File: config.mk
export PLATFORM = sky130hd
export DESIGN_NAME = frozen_interval_table
export DESIGN_NICKNAME = d
export VERILOG_FILES = /design/src/hdl/fit_pkg.sv /design/src/hdl/frozen_interval_table.sv /design/src/hdl/fit_mem.sv /design/src/hdl/fit_div.sv
export VERILOG_INCLUDE_DIRS = /design/src /design/src/hdl
export SDC_FILE = /design/constraint.sdc
export NUM_CORES = 1
export LEC_CHECK = 0
export BUFFER_PORTS_ARGS = -buffer_cell sky130_fd_sc_hd__buf_2
export CORE_UTILIZATION = 57
export CTS_CLUSTER_SIZE = 40
export DETAILED_ROUTE_END_ITERATION = 8
export PLACE_DENSITY_LB_ADDON = 0.3
export SYNTH_ARGS = -nofsm -noshare
export SYNTH_HDL_FRONTEND = slang
export SYNTH_HIERARCHICAL = 1
export SYNTH_SLANG_ARGS = --single-unit
File: constraint.sdc
create_clock -name clock -period 6.2 [get_ports clock]
set_clock_uncertainty 0.05 [all_clocks]
set_input_delay 0.62 -clock clock [delete_from_list [all_inputs] [get_ports clock]]
set_output_delay 0.62 -clock clock [all_outputs]
set_load 0.1 [all_outputs]
File: src/hdl/frozen_interval_table_assert.svh
// Assertion macros for the interval table.
// Each macro takes a label, a clock, a reset, an antecedent and a consequent.
`ifndef FROZEN_INTERVAL_TABLE_ASSERT_SVH
`define FROZEN_INTERVAL_TABLE_ASSERT_SVH

`ifndef SYNTHESIS

`define FIT_ASSERT_SAME(lbl, clk, rst, ante, cons) \
   lbl: assert property (@(posedge clk) disable iff (rst) (ante) |-> (cons)) \
      else $error("frozen_interval_table: same-cycle check failed");

`define FIT_ASSERT_NEXT(lbl, clk, rst, ante, cons) \
   lbl: assert property (@(posedge clk) disable iff (rst) (ante) |=> (cons)) \
      else $error("frozen_interval_table: next-cycle check failed");

`else

`define FIT_ASSERT_SAME(lbl, clk, rst, ante, cons)

`define FIT_ASSERT_NEXT(lbl, clk, rst, ante, cons)

`endif

`endif

File: src/hdl/fit_pkg.sv
`default_nettype none

package fit_pkg;

   localparam int MAX_INTERVALS_DEF = 16;
   localparam int DEPTH_BITS_DEF = 16;

   localparam int FIELD_W = 16;
   localparam int COUNT_FIELD_W = 5;
   localparam int REQ_TDATA_W = 32;
   localparam int RSP_TDATA_W = 56;

   // The fraction is unsigned Q1.15.
   localparam int FRAC_BITS = 15;
   localparam logic [FIELD_W-1:0] FRAC_ONE = 16'h8000;

   localparam logic MODE_ADD = 1'b0;
   localparam logic MODE_QUERY = 1'b1;

   typedef enum logic [2:0] {
      ST_IDLE,
      ST_SCAN,
      ST_ADD_END,
      ST_QRY_END,
      ST_DIV,
      ST_DONE
   } fit_state_type;

endpackage

`default_nettype wire

File: src/hdl/frozen_interval_table.sv
// Transactions are handled one at a time: each one scans the N stored intervals (up to
// MAX_INTERVALS) through the single read port of the interval memory, then a query
// whose fraction is strictly between zero and one runs a bit-serial divide.
// A result waits in an output register while the next transaction is taken.
// Reset is synchronous and active high; it empties the table, memory contents are kept.
`default_nettype none

`include "frozen_interval_table_assert.svh"

module frozen_interval_table #(
   parameter int MAX_INTERVALS = fit_pkg::MAX_INTERVALS_DEF,
   parameter int DEPTH_BITS = fit_pkg::DEPTH_BITS_DEF
) (
   input  wire logic                              clock,
   input  wire logic                              reset,
   input  wire logic                              req_tvalid,
   output logic                                   req_tready,
   // [15:0] upper_depth, [31:16] lower_depth
   input  wire logic [fit_pkg::REQ_TDATA_W-1:0]   req_tdata,
   // [0] mode
   input  wire logic                              req_tuser,
   output logic                                   rsp_tvalid,
   input  wire logic                              rsp_tready,
   // [15:0] frozen_fraction, [31:16] shallowest_top, [47:32] deepest_bottom,
   // [52:48] entry_count, [53] overflow, [55:54] zero
   output logic [fit_pkg::RSP_TDATA_W-1:0]        rsp_tdata
);

   localparam int DW = DEPTH_BITS;
   localparam int AW = $clog2(MAX_INTERVALS);
   localparam int CW = $clog2(MAX_INTERVALS + 1);
   localparam int SUM_W = DW + CW + 1;
   localparam int FW = fit_pkg::FIELD_W;

   fit_pkg::fit_state_type state_ff, state_in;

   // Transaction payload.
   logic                    mode_ff;
   logic [DW-1:0]           new_top_ff;
   logic [DW-1:0]           new_bot_ff;
   logic [DW-1:0]           span_ff;
   logic                    span_ok_ff;

   // Scan control.
   logic [CW-1:0]           count_ff;
   logic [CW-1:0]           rd_cnt_ff;
   logic                    pend_ff;
   logic [CW-1:0]           kept_ff;
   logic                    match_ff;
   logic                    any_ff;
   logic                    ovl_vld_ff;

   // Scan data.
   logic [AW-1:0]           match_idx_ff;
   logic [DW-1:0]           wtop_ff;
   logic [DW-1:0]           wbot_ff;
   logic [DW-1:0]           min_ff;
   logic [DW-1:0]           max_ff;
   logic signed [DW:0]      ovl_ff;
   logic signed [SUM_W-1:0] sum_ff;

   // Final values of the current transaction.
   logic [FW-1:0]           frac_ff;
   logic [DW-1:0]           fin_min_ff;
   logic [DW-1:0]           fin_max_ff;
   logic                    ovf_ff;

   logic                    rsp_valid_ff;
   logic [fit_pkg::RSP_TDATA_W-1:0] rsp_data_ff;

   // Control outputs of the sequencer.
   logic                    accept;
   logic                    in_scan;
   logic                    in_add_end;
   logic                    in_qry_end;
   logic                    rsp_load;
   logic                    div_start;

   logic                    rd_en;
   logic [2*DW-1:0]         rd_data;
   logic [DW-1:0]           rd_top;
   logic [DW-1:0]           rd_bot;
   logic                    wr_en;
   logic [AW-1:0]           wr_addr;
   logic [2*DW-1:0]         wr_data;

   logic                    is_add;
   logic                    contained;
   logic                    hit;
   logic                    keep;
   logic                    acc_en;
   logic                    ovl_skip;
   logic [DW-1:0]           clip_top;
   logic [DW-1:0]           clip_bot;
   logic signed [DW:0]      ovl;

   logic                    scan_done;
   logic                    append_ok;
   logic                    fold_en;
   logic [DW-1:0]           fold_top;
   logic [DW-1:0]           fold_bot;
   logic [DW-1:0]           fin_min;
   logic [DW-1:0]           fin_max;
   logic                    sum_pos;
   logic                    sum_full;
   logic                    need_div;
   logic                    rsp_free;

   logic                    div_done;
   logic [fit_pkg::FRAC_BITS-1:0] div_quo;

   fit_mem #(
      .DEPTH  (MAX_INTERVALS),
      .DATA_W (2 * DW)
   ) u_mem (
      .clock   (clock),
      .wr_en   (wr_en),
      .wr_addr (wr_addr),
      .wr_data (wr_data),
      .rd_en   (rd_en),
      .rd_addr (rd_cnt_ff[AW-1:0]),
      .rd_data (rd_data)
   );

   fit_div #(
      .DW (DW)
   ) u_div (
      .clock    (clock),
      .reset    (reset),
      .start    (div_start),
      .dividend (sum_ff[DW-1:0]),
      .divisor  (span_ff),
      .done     (div_done),
      .quotient (div_quo)
   );

   // Entry evaluation, one memory word per cycle.
   always_comb begin
      rd_top = rd_data[DW-1:0];
      rd_bot = rd_data[2*DW-1:DW];
      is_add = (mode_ff == fit_pkg::MODE_ADD);
      contained = (new_top_ff <= rd_top) && (new_bot_ff >= rd_bot);
      hit = ((new_top_ff >= rd_top) && (new_top_ff <= rd_bot)) ||
            ((new_bot_ff <= rd_bot) && (new_bot_ff >= rd_top));
      keep = pend_ff && is_add && !contained;
      acc_en = pend_ff && (!is_add || !contained);
      ovl_skip = (rd_top > new_bot_ff) || (rd_bot < new_top_ff);
      clip_top = (new_top_ff > rd_top) ? new_top_ff : rd_top;
      clip_bot = (new_bot_ff < rd_bot) ? new_bot_ff : rd_bot;
      ovl = ovl_skip ? '0 : ($signed({1'b0, clip_bot}) - $signed({1'b0, clip_top}));
   end

   // End-of-scan folding shared by adds and queries.
   always_comb begin
      scan_done = (rd_cnt_ff == count_ff) && !pend_ff && !ovl_vld_ff;
      append_ok = kept_ff < CW'(MAX_INTERVALS);
      fold_en = is_add && (match_ff || append_ok);
      fold_top = match_ff ? wtop_ff : new_top_ff;
      fold_bot = match_ff ? wbot_ff : new_bot_ff;
      if (fold_en) begin
         fin_min = (any_ff && (min_ff < fold_top)) ? min_ff : fold_top;
         fin_max = (any_ff && (max_ff > fold_bot)) ? max_ff : fold_bot;
      end else begin
         fin_min = any_ff ? min_ff : '0;
         fin_max = any_ff ? max_ff : '0;
      end
      sum_pos = !sum_ff[SUM_W-1] && (sum_ff != '0);
      sum_full = $unsigned(sum_ff) >= SUM_W'(span_ff);
      need_div = span_ok_ff && sum_pos && !sum_full;
      rsp_free = !rsp_valid_ff || rsp_tready;
   end

   // Next state.
   always_comb begin
      state_in = state_ff;
      case (state_ff)
         fit_pkg::ST_IDLE: begin
            if (req_tvalid) begin
               state_in = fit_pkg::ST_SCAN;
            end
         end
         fit_pkg::ST_SCAN: begin
            if (scan_done) begin
               state_in = is_add ? fit_pkg::ST_ADD_END : fit_pkg::ST_QRY_END;
            end
         end
         fit_pkg::ST_ADD_END: begin
            state_in = fit_pkg::ST_DONE;
         end
         fit_pkg::ST_QRY_END: begin
            state_in = need_div ? fit_pkg::ST_DIV : fit_pkg::ST_DONE;
         end
         fit_pkg::ST_DIV: begin
            if (div_done) begin
               state_in = fit_pkg::ST_DONE;
            end
         end
         fit_pkg::ST_DONE: begin
            if (rsp_free) begin
               state_in = fit_pkg::ST_IDLE;
            end
         end
         default: begin
            state_in = fit_pkg::ST_IDLE;
         end
      endcase
   end

   // Sequencer outputs.
   always_comb begin
      req_tready = 1'b0;
      in_scan = 1'b0;
      in_add_end = 1'b0;
      in_qry_end = 1'b0;
      rsp_load = 1'b0;
      case (state_ff)
         fit_pkg::ST_IDLE: begin
            req_tready = 1'b1;
         end
         fit_pkg::ST_SCAN: begin
            in_scan = 1'b1;
         end
         fit_pkg::ST_ADD_END: begin
            in_add_end = 1'b1;
         end
         fit_pkg::ST_QRY_END: begin
            in_qry_end = 1'b1;
         end
         fit_pkg::ST_DIV: begin
         end
         fit_pkg::ST_DONE: begin
            rsp_load = rsp_free;
         end
         default: begin
         end
      endcase
      accept = req_tready && req_tvalid;
      div_start = in_qry_end && need_div;
      rd_en = in_scan && (rd_cnt_ff < count_ff);
   end

   // Compaction writes kept entries down in order; an add then widens, appends or drops.
   always_comb begin
      wr_en = (in_scan && keep) || (in_add_end && fold_en);
      wr_addr = (in_add_end && match_ff) ? match_idx_ff : kept_ff[AW-1:0];
      wr_data = in_add_end ? {fold_bot, fold_top} : rd_data;
   end

   always_ff @(posedge clock) begin
      if (reset) begin
         state_ff <= fit_pkg::ST_IDLE;
         count_ff <= '0;
         rd_cnt_ff <= '0;
         pend_ff <= 1'b0;
         kept_ff <= '0;
         match_ff <= 1'b0;
         any_ff <= 1'b0;
         ovl_vld_ff <= 1'b0;
         rsp_valid_ff <= 1'b0;
      end else begin
         state_ff <= state_in;
         pend_ff <= rd_en;
         ovl_vld_ff <= pend_ff && !is_add;
         if (accept) begin
            rd_cnt_ff <= '0;
            kept_ff <= '0;
            match_ff <= 1'b0;
            any_ff <= 1'b0;
         end else begin
            if (rd_en) begin
               rd_cnt_ff <= rd_cnt_ff + 1'b1;
            end
            if (keep) begin
               kept_ff <= kept_ff + 1'b1;
               if (!match_ff && hit) begin
                  match_ff <= 1'b1;
               end
            end
            if (acc_en) begin
               any_ff <= 1'b1;
            end
         end
         if (in_add_end) begin
            count_ff <= (!match_ff && append_ok) ? kept_ff + 1'b1 : kept_ff;
         end
         if (rsp_load) begin
            rsp_valid_ff <= 1'b1;
         end else if (rsp_tready) begin
            rsp_valid_ff <= 1'b0;
         end
      end
   end

   always_ff @(posedge clock) begin
      if (accept) begin
         mode_ff <= req_tuser;
         new_top_ff <= DW'(req_tdata[FW-1:0]);
         new_bot_ff <= DW'(req_tdata[2*FW-1:FW]);
         span_ff <= DW'(req_tdata[2*FW-1:FW]) - DW'(req_tdata[FW-1:0]);
         span_ok_ff <= DW'(req_tdata[2*FW-1:FW]) > DW'(req_tdata[FW-1:0]);
         sum_ff <= '0;
      end else if (ovl_vld_ff) begin
         sum_ff <= sum_ff + SUM_W'(ovl_ff);
      end
      if (keep && !match_ff && hit) begin
         match_idx_ff <= kept_ff[AW-1:0];
         wtop_ff <= (new_top_ff < rd_top) ? new_top_ff : rd_top;
         wbot_ff <= (new_bot_ff > rd_bot) ? new_bot_ff : rd_bot;
      end
      if (acc_en) begin
         min_ff <= (any_ff && (min_ff < rd_top)) ? min_ff : rd_top;
         max_ff <= (any_ff && (max_ff > rd_bot)) ? max_ff : rd_bot;
      end
      ovl_ff <= ovl;
      if (in_add_end || in_qry_end) begin
         fin_min_ff <= fin_min;
         fin_max_ff <= fin_max;
         ovf_ff <= is_add && !fold_en;
      end
      if (in_add_end) begin
         frac_ff <= '0;
      end else if (in_qry_end) begin
         frac_ff <= (span_ok_ff && sum_pos && sum_full) ? fit_pkg::FRAC_ONE : '0;
      end else if (div_done) begin
         frac_ff <= FW'(div_quo);
      end
      if (rsp_load) begin
         rsp_data_ff <= {2'b00, ovf_ff, fit_pkg::COUNT_FIELD_W'(count_ff),
                         FW'(fin_max_ff), FW'(fin_min_ff), frac_ff};
      end
   end

   assign rsp_tvalid = rsp_valid_ff;
   assign rsp_tdata = rsp_data_ff;

   `FIT_ASSERT_NEXT(a_busy_after_accept, clock, reset, req_tvalid && req_tready, !req_tready)
   `FIT_ASSERT_SAME(a_ovf_when_full, clock, reset, (state_ff == fit_pkg::ST_DONE) && ovf_ff, count_ff == CW'(MAX_INTERVALS))
   `FIT_ASSERT_SAME(a_div_done_in_div, clock, reset, div_done, state_ff == fit_pkg::ST_DIV)

endmodule

`default_nettype wire

File: src/hdl/fit_mem.sv
`default_nettype none

module fit_mem #(
   parameter int DEPTH = fit_pkg::MAX_INTERVALS_DEF,
   parameter int DATA_W = 2 * fit_pkg::DEPTH_BITS_DEF
) (
   input  wire logic                     clock,
   input  wire logic                     wr_en,
   input  wire logic [$clog2(DEPTH)-1:0] wr_addr,
   input  wire logic [DATA_W-1:0]        wr_data,
   input  wire logic                     rd_en,
   input  wire logic [$clog2(DEPTH)-1:0] rd_addr,
   output logic      [DATA_W-1:0]        rd_data
);

   logic [DATA_W-1:0] mem_ff [DEPTH];
   logic [DATA_W-1:0] rd_data_ff;

   always_ff @(posedge clock) begin
      if (wr_en) begin
         mem_ff[wr_addr] <= wr_data;
      end
   end

   always_ff @(posedge clock) begin
      if (rd_en) begin
         rd_data_ff <= mem_ff[rd_addr];
      end
   end

   assign rd_data = rd_data_ff;

endmodule

`default_nettype wire

File: src/hdl/fit_div.sv
`default_nettype none

// Restoring divider for dividend < divisor, one quotient bit per cycle.
module fit_div #(
   parameter int DW = fit_pkg::DEPTH_BITS_DEF
) (
   input  wire logic                         clock,
   input  wire logic                         reset,
   input  wire logic                         start,
   input  wire logic [DW-1:0]                dividend,
   input  wire logic [DW-1:0]                divisor,
   output logic                              done,
   output logic [fit_pkg::FRAC_BITS-1:0]     quotient
);

   localparam int SW = $clog2(fit_pkg::FRAC_BITS);

   logic                            busy_ff;
   logic                            done_ff;
   logic [SW-1:0]                   step_ff;
   logic [DW-1:0]                   rem_ff;
   logic [DW-1:0]                   div_ff;
   logic [fit_pkg::FRAC_BITS-1:0]   quo_ff;
   logic [DW:0]                     shifted;
   logic [DW:0]                     diff;
   logic                            fits;

   always_comb begin
      shifted = {rem_ff, 1'b0};
      diff = shifted - {1'b0, div_ff};
      fits = shifted >= {1'b0, div_ff};
   end

   always_ff @(posedge clock) begin
      if (reset) begin
         busy_ff <= 1'b0;
         done_ff <= 1'b0;
         step_ff <= '0;
      end else begin
         done_ff <= 1'b0;
         if (start) begin
            busy_ff <= 1'b1;
            step_ff <= '0;
         end else if (busy_ff) begin
            step_ff <= step_ff + 1'b1;
            if (step_ff == SW'(fit_pkg::FRAC_BITS - 1)) begin
               busy_ff <= 1'b0;
               done_ff <= 1'b1;
            end
         end
      end
   end

   always_ff @(posedge clock) begin
      if (start) begin
         rem_ff <= dividend;
         div_ff <= divisor;
         quo_ff <= '0;
      end else if (busy_ff) begin
         rem_ff <= fits ? diff[DW-1:0] : shifted[DW-1:0];
         quo_ff <= {quo_ff[fit_pkg::FRAC_BITS-2:0], fits};
      end
   end

   assign done = done_ff;
   assign quotient = quo_ff;

endmodule

`default_nettype wire

==> tab_implementation.tex, run 1 <==
\begin{tabular}{lr}
\hline
Metric & Value \\
\hline
\multicolumn{2}{l}{\textbf{Logic synthesis}} \\
Synthesized area & 40,100 um\^{}2 \\
Warning count from the yosys run & 6 \\
Number of unique standard cell types used by synthesis & about 90 \\
Leading post-synthesis cells by cell area & sky130\_fd\_sc\_hd\_\_edfxtp\_1 (59\%), sky130\_fd\_sc\_hd\_\_mux4\_2 (7.2\%), sky130\_fd\_sc\_hd\_\_ha\_1 (6.9\%) \\
Gate count of the mapped netlist & around 2,700 \\
Cell type contributing the most total cell area after synthesis & sky130\_fd\_sc\_hd\_\_edfxtp\_1 \\
Sequential area share after synthesis & 63.5\% \\
Seq cells post-synth & 880 \\
Number of synthesized flops with an enable pin & 781 \\
Most frequently used flop master after synthesis & sky130\_fd\_sc\_hd\_\_edfxtp\_1 \\
Post-synth ARST share & 0\% \\
Synthesized area per cell & approximately 15 um\^{}2 \\
Most common cell in the netlist & sky130\_fd\_sc\_hd\_\_edfxtp\_1 \\
Top cell types by occurrence after synthesis & sky130\_fd\_sc\_hd\_\_edfxtp\_1 (781), sky130\_fd\_sc\_hd\_\_ha\_1 (220), sky130\_fd\_sc\_hd\_\_nor2\_1 (182) \\
Proportion of netlist area held by the largest area contributor & 58.5\% \\
\multicolumn{2}{l}{\textbf{Die}} \\
Core area & 69,100 um\^{}2 \\
Die boundary height & 267 um \\
Die span in x & approximately 270 um \\
Initial cell density of the core & 58.0\% \\
Die Area & 71,400 um\^{}2 \\
I/O pin total & 95 \\
FP Rows & 96 \\
\multicolumn{2}{l}{\textbf{Routing}} \\
Number of remaining DRC errors & 0 \\
Count of vias placed by the detailed router & 24,400 \\
Number of DRC markers in iteration 0 & 2,619 \\
Detailed-route vias per instance & 6.28 \\
First drt pass iteration count & 5 \\
Average wire per cell in the routed design & 26.6 um \\
Final routed wirelength across all metal layers & 104,000 um \\
Detail Route Antenna Nets & 0 \\
\multicolumn{2}{l}{\textbf{Worst setup path}} \\
Signal arrival time at the worst endpoint & 5.43 ns \\
Bufs and invs on worst path & 1 \\
Crit path max fanout & 17 \\
Data required time of the worst path & 6.67 ns \\
Depth of the critical timing path with buffers and inverters included & 18 \\
Startpoint class of the critical path & register \\
Crit end category & register \\
Worst setup path startpoint & u\_mem/rd\_data[1] \\
Depth of the worst register-to-register path & 18 \\
Worst r2r src & u\_mem/rd\_data[1] \\
Worst setup path class & reg -> reg \\
Worst path max stage delay & 0.53 ns \\
Standard cell with the maximum stage delay on the critical path & sky130\_fd\_sc\_hd\_\_o31ai\_1 \\
Cells along the critical path & inv\_1 -> ha\_1 -> nor2b\_1 -> o21a\_1 -> o21ai\_0 -> a211oi\_1 -> or4b\_1 -> and2\_4 -> mux2i\_1 -> ha\_1 -> nor2b\_1 -> o21a\_1 -> o21ai\_0 -> a2111oi\_0 -> o31ai\_1 -> a21boi\_0 -> xnor2\_1 -> nor2\_1 \\
CP top delay family & compound AO/OA/AOI/OAI gates \\
\multicolumn{2}{l}{\textbf{Clocking}} \\
Post-CTS sizing & 0 \\
Clock sinks & 880 \\
Number of CTS-inserted buffers & 90 \\
Clock network latency to the later pin of the worst-skew pair & approximately 0.66 ns \\
Number of hold buffers added after cts & 0 \\
Buffers inserted by post-CTS timing repair & 0 \\
Number of buffers on the longest clock path & 3 \\
Clk pin slew, worst setup/hold paths & 0.06 ns \\
H-Tree Level Count & 3 \\
CTS Root Cell & sky130\_fd\_sc\_hd\_\_clkbuf\_16 \\
CTS tree & built \\
\multicolumn{2}{l}{\textbf{STA}} \\
Worst slew slack as a fraction of its limit & 2.38\% \\
Final setup vio count & 0 \\
PnR worst setup slack & 1.23 ns \\
RSZ-0062 raised after global routing & false \\
Count of final max-slew check failures & 0 \\
Setup TNS after final layout & 0 ns \\
Tmin final & 4.97 ns \\
Number of hold violations in the final report & 0 \\
Highest clock frequency the design can meet & 201 MHz \\
Actual transition at the worst max-transition pin & 1.46 ns \\
Post-route fraction of the period consumed by the critical path & 80.1\% \\
\multicolumn{2}{l}{\textbf{Global routing}} \\
Global-route wire length before repair & 153,000 um \\
Via count of the first global-routing pass & between 20,000 and 25,000 \\
Global routing usage summed across all routing layers & 29.4\% \\
Global route total overflow & 0 \\
Pin count of the biggest net entering global routing & between 70 and 80 \\
Number of antenna violations at the first check in global routing & 4 \\
\multicolumn{2}{l}{\textbf{Finish}} \\
Syn-to-layout area delta & 12.2\% \\
Share of layout cells above drive strength 1 & 16.3\% \\
Number of inserted diodes & 0 \\
Area of all placed cells without fillers & 45,000 um\^{}2 \\
Final net count & 3,148 \\
\multicolumn{2}{l}{\textbf{Run}} \\
Max-cap violations & 0 \\
\multicolumn{2}{l}{\textbf{Placement}} \\
Placed Area & 41,900 um\^{}2 \\
Count of input and output buffers & 92 \\
Placer Congestion & roughly 0.98 \\
DP Wirelength & 69,000 um \\
Worst Setup Slack post-DPL & 1.31 ns \\
\multicolumn{2}{l}{\textbf{Worst hold path}} \\
Worst Hold Depth & 1 \\
Worst hold path class & in -> reg \\
Start point of the worst hold path & req\_tuser \\
\multicolumn{2}{l}{\textbf{Status}} \\
Outcome & completed \\
\multicolumn{2}{l}{\textbf{Power}} \\
Static leakage & 16.2 nW \\
Power Dens Cells & approximately 430 nW/um\^{}2 \\
Worst supply voltage drop on vdd & roughly 0.38 mV \\
\hline
\end{tabular}
==> power breakdown <==
part | switching [W] | internal [W]
sequential | 0.000431 | 0.00766
clock | 0.00233 | 0.00329
combinational | 0.00361 | 0.00183
total | 0.00637 | 0.0128
==> path summary, 6_finish.rpt <==
path              slack [ns]       endpoint
setup reg to reg        1.23     ovl_ff[15]
hold / removal           0.1        mode_ff
setup / recovery        1.23     ovl_ff[15]
hold reg to reg         0.37  rsp_tdata[22]
==> stage by stage <==
stage / total power (W) / instances / hold WS, ns / utilization, %
2_1_floorplan: 0.0117 / 2745 / 0.350 / -
3_3_place_gp: 0.0134 / 3726 / 0.355 / 60.6
3_5_place_dp: 0.0135 / 3726 / 0.355 / 60.6
4_1_cts: 0.0191 / 3893 / 0.0669 / 65.1
5_1_grt: 0.0199 / 3893 / 0.0707 / 65.1
6_report: 0.0191 / 3893 / 0.0958 / 65.1
==> flip-flops by register name, indices dropped and copies added, names as in the netlist, 17 cells and up <==
name,flops
u_mem/mem_ff,512
rsp_tdata,54
u_mem/rd_data,32
sum_ff,22
ovl_ff,17
==> area by class of cell <==
| class | count | area, um^2 |
|---|---|---|
| flip-flops and latches | 880 | 25400 |
| well taps | 931 | 1160 |
| repair buffers | 157 | 961 |
| clock buffers | 105 | 2350 |
| multi-input cells | 1589 | 13700 |
| fillers | 4811 | 24100 |
| inverters | 169 | 634 |
| clock inverters | 62 | 752 |
==> per-layer routing <==
metal	global-route usage, %	vias up	wire (um)
li1	-	10900	-
met1	38.5	12200	40900
met2	49.4	1068	51000
met3	4.08	255	6840
met4	12.8	6	4840
met5	0	-	35
==> layout by cell type, fill, tap and decap left out, types with 23 or more instances in the layout <==
cell type                   count
sky130_fd_sc_hd__edfxtp_1     781
sky130_fd_sc_hd__ha_1         220
sky130_fd_sc_hd__inv_1        168
sky130_fd_sc_hd__nor2_1       167
sky130_fd_sc_hd__nand2_1      136
sky130_fd_sc_hd__a21oi_1      135
sky130_fd_sc_hd__mux4_2       128
sky130_fd_sc_hd__mux2i_1      109
sky130_fd_sc_hd__dfxtp_1       96
sky130_fd_sc_hd__o21ai_0       94
sky130_fd_sc_hd__buf_2         92
sky130_fd_sc_hd__clkbuf_16     91
sky130_fd_sc_hd__buf_4         64
sky130_fd_sc_hd__a22oi_1       64
sky130_fd_sc_hd__a21o_1        51
sky130_fd_sc_hd__nand4_1       39
sky130_fd_sc_hd__xnor2_1       34
sky130_fd_sc_hd__nand3_1       33
sky130_fd_sc_hd__o21a_1        26
sky130_fd_sc_hd__nor2b_1       23
sky130_fd_sc_hd__xor2_1        23
==> kinds of logic (layout without fill, tap and decap cells) <==
group | Yosys count | in the layout | share of synthesized area [%]
AO/OA/AOI/OAI | 530 | 530 | 8.94
XOR/XNOR | 57 | 57 | 1.25
adder cells (fa/ha/maj) | 224 | 224 | 7.07
buffers and inverters | 276 | 493 | 2.83
flip-flops | 880 | 880 | 63.5
multiplexers | 241 | 241 | 10.0
other | 1 | 2 | 0.00936
AND/OR/NAND/NOR | 535 | 535 | 6.40
No activity file was read; power rests on OpenSTA's default activity.
==> run 2, diff against run 1 <==
==> constraint.sdc (replaced) <==
create_clock -name clock -period 4.45 [get_ports clock]
set_clock_uncertainty 0.05 [all_clocks]
set_input_delay 0.445 -clock clock [delete_from_list [all_inputs] [get_ports clock]]
set_output_delay 0.445 -clock clock [all_outputs]
set_load 0.1 [all_outputs]
==> run 2 against run 1 <==
  * Worst setup slack worse by 1.0 ns
  * Count of clock-buffer cells in the layout up 18
  * Critical path type unchanged
  * Combinational power up 51%
  * Sequential power up 37%
  * Clock power up 34%
  * Cell area up 2.2%
  * The run now ends with design-rule violations left
  * Critical path depth up 1
  * Die area unchanged
  * Worst hold slack worse by 0.072 ns
  * Sequential cell count unchanged
  * First-iteration DRC count down 1.8%
==> tab_implementation.tex, run 2 (synthesis results as in run 1) <==
\begin{tabular}{lr}
\hline
Metric & Value \\
\hline
\multicolumn{2}{l}{\textbf{Status}} \\
Outcome & complete, but fails checks (was completed) \\
Violated checks & design-rule violations \\
\multicolumn{2}{l}{\textbf{Global routing}} \\
Global route total overflow & 0 (unchanged) \\
Via count of the first global-routing pass & 25,200 (was 24,600) \\
Number of antenna violations at the first check in global routing & 7 (was 4) \\
Global routing usage summed across all routing layers & 29.7\% (was 29.4\%) \\
Global-route wire length before repair & 155,000 um (was 153,000 um) \\
Pin count of the biggest net entering global routing & 75 (unchanged) \\
\multicolumn{2}{l}{\textbf{Placement}} \\
DP Wirelength & 69,700 um (was 69,000 um) \\
Count of input and output buffers & 92 (unchanged) \\
Placed Area & 42,800 um\^{}2 (was 41,900 um\^{}2) \\
Placer Congestion & 0.940 (was 0.979) \\
Total instance count after detailed placement & 3,816 (was 3,726) \\
\multicolumn{2}{l}{\textbf{Power}} \\
Switching Power & 0.00882 W (was 0.00637 W) \\
Worst supply voltage drop on vdd & 0.350 mV (was 0.383 mV) \\
Fraction of power consumed by combinational cells & 30.5\% (was 28.4\%) \\
Clock network power share & 28.0\% (was 29.3\%) \\
Switching fraction of total power & 32.9\% (was 33.3\%) \\
Power Dens Cells & 583 nW/um\^{}2 (was 426 nW/um\^{}2) \\
Static leakage & 16.6 nW (was 16.2 nW) \\
Internal Dissipation & 0.0180 W (was 0.0128 W) \\
Sequential Power Share & 41.5\% (was 42.3\%) \\
\multicolumn{2}{l}{\textbf{Die}} \\
Core area & 69,100 um\^{}2 (unchanged) \\
Die span in x & 267 um (unchanged) \\
Die Area & 71,400 um\^{}2 (unchanged) \\
Initial cell density of the core & 58.0\% (unchanged) \\
FP Rows & 96 (unchanged) \\
I/O pin total & 95 (unchanged) \\
Die boundary height & 267 um (unchanged) \\
\multicolumn{2}{l}{\textbf{Finish}} \\
Final net count & 3,250 (was 3,148) \\
Share of layout cells above drive strength 1 & 18.9\% (was 16.3\%) \\
Number of flip-flops in the largest register & 512 (unchanged) \\
Top library cells by usage in the layout, fill and taps aside & sky130\_fd\_sc\_hd\_\_edfxtp\_1 (781), sky130\_fd\_sc\_hd\_\_ha\_1 (218), sky130\_fd\_sc\_hd\_\_nor2\_1 (168), sky130\_fd\_sc\_hd\_\_inv\_1 (166), sky130\_fd\_sc\_hd\_\_buf\_4 (137) (was sky130\_fd\_sc\_hd\_\_edfxtp\_1 (781), sky130\_fd\_sc\_hd\_\_ha\_1 (220), sky130\_fd\_sc\_hd\_\_inv\_1 (168), sky130\_fd\_sc\_hd\_\_nor2\_1 (167), sky130\_fd\_sc\_hd\_\_nand2\_1 (136)) \\
Area of all placed cells without fillers & 46,000 um\^{}2 (was 45,000 um\^{}2) \\
Area occupied by multi-input gates & 13,800 um\^{}2 (was 13,700 um\^{}2) \\
Largest register by flop count & u\_mem/mem\_ff (unchanged) \\
Commonest non-fill, non-tap cell in the layout & sky130\_fd\_sc\_hd\_\_edfxtp\_1 (unchanged) \\
Final-layout fill cell count & 4,723 (was 4,811) \\
Number of standard cells in the final layout excluding fillers & 3,996 (was 3,893) \\
Syn-to-layout area delta & 14.7\% (was 12.2\%) \\
Area used by sequential logic in the layout & 25,400 um\^{}2 (unchanged) \\
\multicolumn{2}{l}{\textbf{Clocking}} \\
Clock sinks & 880 (unchanged) \\
Number of buffers on the longest clock path & 3 (unchanged) \\
CTS tree & built (unchanged) \\
H-Tree Level Count & 3 (unchanged) \\
Clock network latency to the later pin of the worst-skew pair & 0.65 ns (was 0.66 ns) \\
Number of CTS-inserted buffers & 89 (was 90) \\
CTS Root Cell & sky130\_fd\_sc\_hd\_\_clkbuf\_16 (unchanged) \\
Clk pin slew, worst setup/hold paths & 0.06 ns (about the same) \\
\multicolumn{2}{l}{\textbf{Routing}} \\
Detail Route Antenna Nets & 0 (unchanged) \\
Count of vias placed by the detailed router & 24,900 (was 24,400) \\
Detailed-route vias per instance & 6.23 (was 6.28) \\
Final routed wirelength across all metal layers & 104,000 um (about the same) \\
Number of DRC markers in iteration 0 & 2,573 (was 2,619) \\
First drt pass iteration count & 9 (was 5) \\
Number of remaining DRC errors & 1 (was 0) \\
Average wire per cell in the routed design & 26.1 um (was 26.6 um) \\
\multicolumn{2}{l}{\textbf{STA}} \\
Count of final max-slew check failures & 0 (unchanged) \\
Worst-case hold slack & 0.0241 ns (was 0.0958 ns) \\
Worst slew slack as a fraction of its limit & 5.42\% (was 2.38\%) \\
Highest clock frequency the design can meet & 235 MHz (was 201 MHz) \\
Actual transition at the worst max-transition pin & 1.42 ns (was 1.46 ns) \\
Number of hold violations in the final report & 0 (unchanged) \\
Post-route fraction of the period consumed by the critical path & 95.5\% (was 80.1\%) \\
Tmin final & 4.25 ns (was 4.97 ns) \\
RSZ-0062 raised after global routing & false (unchanged) \\
Final setup vio count & 0 (unchanged) \\
\multicolumn{2}{l}{\textbf{Worst setup path}} \\
Crit path max fanout & 5 (was 17) \\
Crit end category & register (unchanged) \\
CP top delay family & compound AO/OA/AOI/OAI gates (unchanged) \\
Data required time of the worst path & 4.89 ns (was 6.67 ns) \\
Signal arrival time at the worst endpoint & 4.69 ns (was 5.43 ns) \\
Standard cell with the maximum stage delay on the critical path & sky130\_fd\_sc\_hd\_\_or4b\_1 (was sky130\_fd\_sc\_hd\_\_o31ai\_1) \\
Startpoint class of the critical path & register (unchanged) \\
Top cell by count, worst path & sky130\_fd\_sc\_hd\_\_a21o\_1 \\
Cells along the critical path & ha\_4 -> a21o\_1 -> a21o\_1 -> a21oi\_2 -> nor3\_1 -> or4b\_1 -> and2\_4 -> o21ai\_2 -> ha\_2 -> inv\_1 -> fa\_2 -> a21o\_1 -> a211oi\_2 -> o211ai\_1 -> nand2\_1 -> o21ai\_2 -> o41ai\_2 -> xor2\_1 -> nor2\_1 (was inv\_1 -> ha\_1 -> nor2b\_1 -> o21a\_1 -> o21ai\_0 -> a211oi\_1 -> or4b\_1 -> and2\_4 -> mux2i\_1 -> ha\_1 -> nor2b\_1 -> o21a\_1 -> o21ai\_0 -> a2111oi\_0 -> o31ai\_1 -> a21boi\_0 -> xnor2\_1 -> nor2\_1) \\
Flop-to-flop setup slack & 0.20 ns (was 1.23 ns) \\
Worst path max stage delay & 0.54 ns (was 0.53 ns) \\
Worst setup path class & reg -> reg (unchanged) \\
Bufs and invs on worst path & 1 (unchanged) \\
\multicolumn{2}{l}{\textbf{Run}} \\
Max-cap violations & 0 (unchanged) \\
\multicolumn{2}{l}{\textbf{Worst hold path}} \\
Worst hold path class & in -> reg (unchanged) \\
\hline
\end{tabular}
run 2: cell types whose count changed in the layout (fill, tap and decap cells not counted), moves of 6 or more:
cell,before,now
sky130_fd_sc_hd__dlygate4sd3_1,0,11
sky130_fd_sc_hd__buf_4,64,137
sky130_fd_sc_hd__clkbuf_1,12,26
sky130_fd_sc_hd__buf_12,1,20
sky130_fd_sc_hd__clkinv_2,17,10
sky130_fd_sc_hd__clkinv_1,19,13
run 2: worst paths after layout:
kind	cells past startpoint	start	end
worst max-delay path	19	new_top_ff[5]	ovl_ff[14]
worst min register to register	0	fin_max_ff[10]	rsp_tdata[42]
worst max register to register	19	new_top_ff[5]	ovl_ff[14]
worst min-delay path	1	req_tdata[10]	new_top_ff[10]
run 2: per-stage QoR:
| step | TNS (ns) | util (%) | setup slack, ns | total power (W) |
|---|---|---|---|---|
| 6_report | 0 | 66.5 | 0.200 | 0.0268 |
| 5_1_grt | 0 | 66.5 | 0.00768 | 0.0280 |
| 4_1_cts | 0 | 66.4 | 0.0291 | 0.0267 |
| 3_5_place_dp | 0 | 62.0 | 0.0317 | 0.0192 |
| 3_3_place_gp | 0 | 62.0 | 0.0585 | 0.0190 |
| 2_1_floorplan | -18.59 | - | -0.194 | 0.0164 |
run 2: power groups by stage:
stage | Clock, W | Combinational (W) | Sequential [W]
after global placement | 0 | 0.00773 | 0.0112
after floorplan | 0 | 0.00494 | 0.0114
after detailed placement | 0 | 0.00792 | 0.0113
final | 0.00752 | 0.00818 | 0.0111
after CTS | 0.00762 | 0.00800 | 0.0111
after global routing | 0.00792 | 0.00887 | 0.0112
run 2: metal layers:
layer | routed length [um] | global-route usage, % | part of all wire [%]
met1 | 40400 | 37.5 | 39
met3 | 7110 | 4.19 | 6.8
met4 | 4080 | 11.9 | 3.9
met5 | 51 | 0 | 0.049
met2 | 52700 | 51.7 | 51
run 2: repair_timing:
| item | 4_1_cts | 5_1_grt |
|---|---|---|
| buffers inserted | 0 | 2 |
| pin swaps | 0 | 10 |
| setup endpoints to repair | 2 | 6 |
| hold buffers | 11 | 0 |
| hold endpoints to repair | 11 | 0 |
| resized for setup | 2 | 13 |
| gates cloned | 0 | 0 |
run 2: final cells by class:
cell class              instances  share of cell area (%)
well taps                     931                    2.53
multi-input cells            1589                    30.0
flip-flops and latches        880                    55.4
inverters                     169                    1.38
clock buffers                 123                    5.32
diodes                          1                 0.00545
repair buffers                260                    4.35
clock inverters                43                    1.09
